--- src/sv/nntt_pkg.sv ---
// Package for the nearest-neighbour track table.
// Holds shared types, codes and constants; no dependencies.
package nntt_pkg;

	localparam int CoordW = 20;
	localparam int VelW = 24;
	localparam int TimeW = 32;
	localparam int IdW = 32;
	localparam int CntW = 6;
	localparam int CfgW = 16;
	localparam int DistW = 43;
	localparam int DiffW = 21;
	localparam int NumW = 31;
	localparam int QuotW = 31;
	localparam logic signed [VelW-1:0] VelMax = 24'sd8388607;
	localparam logic signed [VelW-1:0] VelMin = -24'sd8388608;

	typedef enum logic [1:0] {
		OUT_UPDATED = 2'd0,
		OUT_CREATED = 2'd1,
		OUT_DROPPED = 2'd2,
		OUT_SWEPT   = 2'd3
	} outcome_t;

	typedef enum logic {
		REG_MATCH_DIST = 1'b0,
		REG_EXPIRY     = 1'b1
	} reg_idx_t;

	typedef enum logic [3:0] {
		ST_IDLE,
		ST_SCAN,
		ST_SCAN_WAIT,
		ST_DECIDE,
		ST_DIV,
		ST_DIV_WAIT,
		ST_WRITE,
		ST_SWEEP,
		ST_SWEEP_WAIT,
		ST_SWEEP_CLR,
		ST_OUT
	} state_t;

	// Commands from controller to datapath.
	typedef struct packed {
		logic load_item;
		logic scan_rd;
		logic scan_eval;
		logic div_start;
		logic div_axis_next;
		logic write_match;
		logic write_new;
		logic sweep_rd;
		logic sweep_eval;
		logic sweep_clr;
		logic set_out;
		logic [1:0] outcome;
	} cmd_t;

	// Status from datapath to controller.
	typedef struct packed {
		logic action;
		logic found;
		logic full;
		logic dt_zero;
		logic div_done;
		logic div_last_axis;
		logic scan_last;
		logic sweep_last;
		logic clr_last;
	} sts_t;

endpackage

--- src/sv/nntt_ctrl.sv ---
// Controller state machine of the track table.
// Depends on nntt_pkg for state, command and status types.
module nntt_ctrl (
	input  logic clk,
	input  logic arst_n,
	input  logic in_fire,
	input  logic out_ready,
	output logic in_ready,
	output logic out_valid,
	output nntt_pkg::cmd_t cmd,
	input  nntt_pkg::sts_t sts
);
	import nntt_pkg::*;

	state_t state_q, state_d;

	always_ff @(posedge clk or negedge arst_n) begin
		if (!arst_n)
			state_q <= ST_IDLE;
		else
			state_q <= state_d;
	end

	always_comb begin
		state_d = state_q;
		cmd = '0;
		in_ready = 1'b0;
		out_valid = 1'b0;
		case (state_q)
			ST_IDLE: begin
				in_ready = 1'b1;
				if (in_fire) begin
					cmd.load_item = 1'b1;
					state_d = ST_SCAN;
				end
			end
			ST_SCAN: begin
				// Read-then-evaluate: each slot is read here and evaluated in ST_SCAN_WAIT.
				if (sts.action) begin
					state_d = ST_SWEEP;
				end else if (sts.scan_last) begin
					state_d = ST_DECIDE;
				end else begin
					cmd.scan_rd = 1'b1;
					state_d = ST_SCAN_WAIT;
				end
			end
			ST_SCAN_WAIT: begin
				cmd.scan_eval = 1'b1;
				state_d = ST_SCAN;
			end
			ST_DECIDE: begin
				if (sts.found) begin
					state_d = sts.dt_zero ? ST_WRITE : ST_DIV;
				end else if (sts.full) begin
					cmd.set_out = 1'b1;
					cmd.outcome = OUT_DROPPED;
					state_d = ST_OUT;
				end else begin
					cmd.write_new = 1'b1;
					state_d = ST_WRITE;
				end
			end
			ST_DIV: begin
				cmd.div_start = 1'b1;
				state_d = ST_DIV_WAIT;
			end
			ST_DIV_WAIT: begin
				if (sts.div_done) begin
					if (sts.div_last_axis) begin
						state_d = ST_WRITE;
					end else begin
						cmd.div_axis_next = 1'b1;
						state_d = ST_DIV;
					end
				end
			end
			ST_WRITE: begin
				cmd.set_out = 1'b1;
				if (sts.found) begin
					cmd.write_match = 1'b1;
					cmd.outcome = OUT_UPDATED;
				end else begin
					cmd.outcome = OUT_CREATED;
				end
				state_d = ST_OUT;
			end
			ST_SWEEP: begin
				if (sts.sweep_last) begin
					cmd.sweep_clr = 1'b1;
					state_d = ST_SWEEP_CLR;
				end else begin
					cmd.sweep_rd = 1'b1;
					state_d = ST_SWEEP_WAIT;
				end
			end
			ST_SWEEP_WAIT: begin
				cmd.sweep_eval = 1'b1;
				state_d = ST_SWEEP;
			end
			ST_SWEEP_CLR: begin
				cmd.set_out = 1'b1;
				cmd.outcome = OUT_SWEPT;
				state_d = ST_OUT;
			end
			ST_OUT: begin
				out_valid = 1'b1;
				if (out_ready)
					state_d = ST_IDLE;
			end
			default: state_d = ST_IDLE;
		endcase
	end
endmodule

--- config.mk ---
export PLATFORM = sky130hd
export DESIGN_NAME = nntt_ctrl
export DESIGN_NICKNAME = d
export VERILOG_FILES = /design/src/sv/nntt_pkg.sv /design/src/sv/nntt_ctrl.sv
export SDC_FILE = /design/constraint.sdc
export NUM_CORES = 1
export LEC_CHECK = 0
export BUFFER_PORTS_ARGS = -buffer_cell sky130_fd_sc_hd__buf_4
export CAP_MARGIN = 20
export CORE_AREA = 2 2 39 41
export DETAILED_ROUTE_END_ITERATION = 6
export DIE_AREA = 0 0 41 43
export GPL_TIMING_DRIVEN = 0
export PLACE_DENSITY = 0.67
export RECOVER_POWER = 50
export REMOVE_ABC_BUFFERS = 1
export SKIP_LAST_GASP = 1
export SLEW_MARGIN = 20
export SYNTH_ARGS = -nofsm -noshare
export SYNTH_HDL_FRONTEND = slang
export SYNTH_SLANG_ARGS = --single-unit
export TNS_END_PERCENT = 30
--- constraint.sdc ---
create_clock -name clk -period 2.9 [get_ports clk]
set_input_delay 0 -clock clk [delete_from_list [all_inputs] [get_ports clk]]
set_output_delay 0 -clock clk [all_outputs]
set_load 0.005 [all_outputs]
==> impl_metrics.yaml <==
sta:
  setup-tns-final_ns: 0
  timing_hold_violations_final: 0
  max_transition_margin_pct: 66.4
  final_critical_period_ns: 1.70
  fin_crit_sh_pct: 58.6
  unrepaired_setup_endpoints_after_global_routing: "no"
  pins_over_their_slew_limit: 0
  clock.fmax_mhz: 589
  worst_slew_pin_slew_ns: 0.504
  skew_ns: 0.000786
  timing.final.setup_violations: 0
power:
  static_power_due_to_leakage_nw: 0.305
  pd_cells_mw_per_mm2: 943
  power_switching_share_pct: 47.8
  ir_drop_uv: 353
  combPwrFrac_pct: 61.4
  netSwitchingPower_mw: 0.314
  seq_power_share_pct: 28.6
  pwr-share-clk_pct: 10.0
  intPower_mw: 0.342
cts:
  cts-htree-levels: 1
  clkTransAtPathRegs_ns: 0.04
  tritoncts.num_buffers: 3
  cts_max_path_buffers: 2
  clk-insertion-delay-late_ns: 0.23
  cts.sink_count: 4
  ctsRootBufferMaster: "sky130_fd_sc_hd__clkbuf_4"
  tritoncts: "built"
cells_and_area:
  proportion_of_layout_cells_with_a_drive_suffix_above_1_pct: 32.3
  antenna_cells: 0
  layout.nets: 108
  syn_to_final_growth_pct: 49.1
  reg_top3: "state_q: 4 flops"
  mostFrequentLayoutCell: "sky130_fd_sc_hd__buf_4"
  largest_register: "state_q"
  leading_cell_types_in_the_layout_fill_and_taps_excluded: "sky130_fd_sc_hd__buf_4 (22), sky130_fd_sc_hd__nor2_1 (10), sky130_fd_sc_hd__nand2b_1 (8)"
  largest_reg_flops: 4
  fillCellCount: 146
  final_util_pct: 50.3
floorplan:
  start_util_pct: 33.7
  fp.dieArea_mm2: 0.00176
  floorplan.core_area_mm2: 0.00138
  floorplan.die.width_um: 41
  io_pins: 28
  die_height_um: 43
  core.rowCount: 14
run:
  cap_violations: 0
logic_synthesis:
  synth-seq-cells: 4
  post_synth_inst_count: 67
  yosys.area_share.xor_xnor_pct: 0
  synth.yosys.seq_area_share_pct: 21.4
  synth_fa_ha_area_share_pct: 0
  syn_avg_cell_area_um2: 6.97
  synth_compound_gate_area_share_pct: 29.5
  post_synth_mux_area_share_pct: 0
  post_synthesis_simple_gate_area_fraction_pct: 42.1
  synth_area_um2: 467
  synth_top_family_by_area: "simple AND/OR/NAND/NOR gates"
  number_of_warnings_printed_during_yosys_synthesis: 0
  yosys.cell_types.count: 27
critical_path:
  rr_worst_depth: 4
  critPathSlowestCell: "sky130_fd_sc_hd__dfrtp_1"
  max_stage_delay_ns: 0.64
  sort_of_element_at_the_start_of_the_critical_path: "register"
  critical_path.reg2reg.startpoint: "state_q[3]$_DFFE_PN0P_"
  crit_path_end_kind: "output port"
  bufs_and_invs_on_worst_path: 1
  setup.reg_to_reg.worst_slack_ns: 1.23
  timing.critical_path.arrival_ns: 1.70
  critical_path_class: "register to output port"
  crit-reg2reg-capture: "state_q[0]$_DFFE_PN0P_"
  critical_path_peak_fanout: 17
  cp_data_required_time_ns: 2.90
  cp.depth: 4
  timing.critical_path.max_delay_family: "simple AND/OR/NAND/NOR gates"
  crit_chain: "nand2b_1 > or2_1 > nor3b_1 > buf_4"
place:
  hpwlAfterDp_um: 991
  routabilityCongestion: 0.741
  numPortBuffers: 26
route:
  detailedRoute.firstIterationViolations: 15
  total_routed_length_um: 1330
  routed_vias: 581
  remaining_antenna_violation_count_after_routing: 0
  wire_per_inst_um: 12.2
  post_drt_via_cell_ratio: 5.33
  drt_first_pass_iters: 4
  drc: 0
outcome:
  run_status: "completed"
grt:
  global_route_total_overflow: 0
  first_pass_grt_wire_length_um: 2060
  via_count_of_the_first_global_routing_pass: 490
  grt_max_degree: 19
  antenna_violations_before_repair: 0
  grt.total_usage_pct: 16.7
hold_path:
  worstHoldPathCells: 3
  min-delay-path-class: "primary input to register"
  hold_startpoint: "out_ready"
  holdPathEnd: "state_q[1]$_DFFE_PN0P_"
==> tightest hold or removal path: stages <==
cell                        delay (ns)
sky130_fd_sc_hd__buf_4            0.08
sky130_fd_sc_hd__inv_1            0.05
sky130_fd_sc_hd__o2bb2ai_1        0.13
==> cells by family (layout without fill, tap and decap cells) <==
group                  count (synthesis)  after routing
AOI/OAI and AO/OA                     19             19
DFF                                    4              4
buffers and inverters                  7             33
and+or+nand+nor                       37             37
==> worst max path at each step <==
| stage | start | end |
|---|---|---|
| after floorplan | state_q[3]$_DFFE_PN0P_ | state_q[0]$_DFFE_PN0P_ |
| after global placement | state_q[3]$_DFFE_PN0P_ | state_q[0]$_DFFE_PN0P_ |
| after detailed placement | state_q[3]$_DFFE_PN0P_ | state_q[0]$_DFFE_PN0P_ |
| after CTS | state_q[3]$_DFFE_PN0P_ | cmd[8] |
| after global routing | state_q[0]$_DFFE_PN0P_ | cmd[8] |
| final | state_q[0]$_DFFE_PN0P_ | cmd[8] |
==> synthesized netlist by cell type <==
master / count / area share (%)
sky130_fd_sc_hd__a31oi_1: 1 / 1.3
sky130_fd_sc_hd__or2_1: 2 / 2.7
sky130_fd_sc_hd__nor3b_1: 1 / 1.6
sky130_fd_sc_hd__nand3_1: 1 / 1.1
sky130_fd_sc_hd__nand2_1: 1 / 0.80
sky130_fd_sc_hd__o21ai_0: 1 / 1.1
sky130_fd_sc_hd__nand2b_1: 8 / 11
sky130_fd_sc_hd__o32ai_1: 3 / 5.6
sky130_fd_sc_hd__nor4_1: 2 / 2.7
sky130_fd_sc_hd__buf_2: 2 / 2.1
sky130_fd_sc_hd__clkbuf_1: 2 / 1.6
sky130_fd_sc_hd__o2bb2ai_1: 1 / 1.9
sky130_fd_sc_hd__a22oi_1: 1 / 1.6
sky130_fd_sc_hd__a21oi_1: 4 / 4.3
sky130_fd_sc_hd__a21boi_0: 1 / 1.6
sky130_fd_sc_hd__nor2b_1: 5 / 6.7
sky130_fd_sc_hd__a2111oi_2: 1 / 3.2
sky130_fd_sc_hd__nor2_1: 10 / 8.0
sky130_fd_sc_hd__dfrtp_1: 4 / 21
sky130_fd_sc_hd__o21ba_2: 1 / 2.1
sky130_fd_sc_hd__nor3_1: 6 / 6.4
sky130_fd_sc_hd__inv_1: 2 / 1.6
sky130_fd_sc_hd__and3_1: 1 / 1.3
sky130_fd_sc_hd__a211oi_1: 1 / 1.6
sky130_fd_sc_hd__buf_4: 1 / 1.6
sky130_fd_sc_hd__o21ai_1: 1 / 1.1
sky130_fd_sc_hd__o22ai_1: 3 / 4.0
==> layer usage <==
layer | vias to the layer above | track usage, % | routed length (um)
met5 | - | 0 | 0
met1 | 267 | 23.2 | 587
met4 | 0 | 6.00 | 0
met3 | 0 | 3.14 | 72
met2 | 17 | 24.7 | 670
li1 | 297 | - | -
==> power groups by stage <==
| stage | sequential (mW) | combinational (mW) | clock [mW] |
|---|---|---|---|
| after floorplan | 0.155 | 0.271 | 0 |
| after global placement | 0.184 | 0.398 | 0 |
| after detailed placement | 0.184 | 0.403 | 0 |
| after CTS | 0.184 | 0.407 | 0.0670 |
| after global routing | 0.198 | 0.448 | 0.0741 |
| final | 0.188 | 0.403 | 0.0659 |
==> per-stage QoR <==
stage               hold slack [ns]  setup slack [ns]  area (um2)  total power, mW  instances
CTS                          0.0749              1.22         699            0.658        109
global route                 0.0967              1.09         696            0.721        109
floorplan                    -0.296              1.54         442            0.426         62
detailed placement           -0.204              1.27         657            0.587        104
finish                       0.0763              1.20         696            0.656        109
global placement             -0.205              1.28         657            0.582        104
==> what timing repair did <==
action,in CTS,in global routing
resized for setup,0,0
hold buffers,2,0
buffers inserted,0,0
endpoints found under the hold margin,5,0
==> final cells by class <==
class	count	area (um2)	share of cell area [%]
well taps	16	20.0	2.88
multi-input cells	56	334	48.0
flip-flops and latches	4	100	14.4
clock buffers	3	22.5	3.24
repair buffers	28	211	30.4
inverters	2	7.51	1.08
No activity file was read; power rests on OpenSTA's default activity.
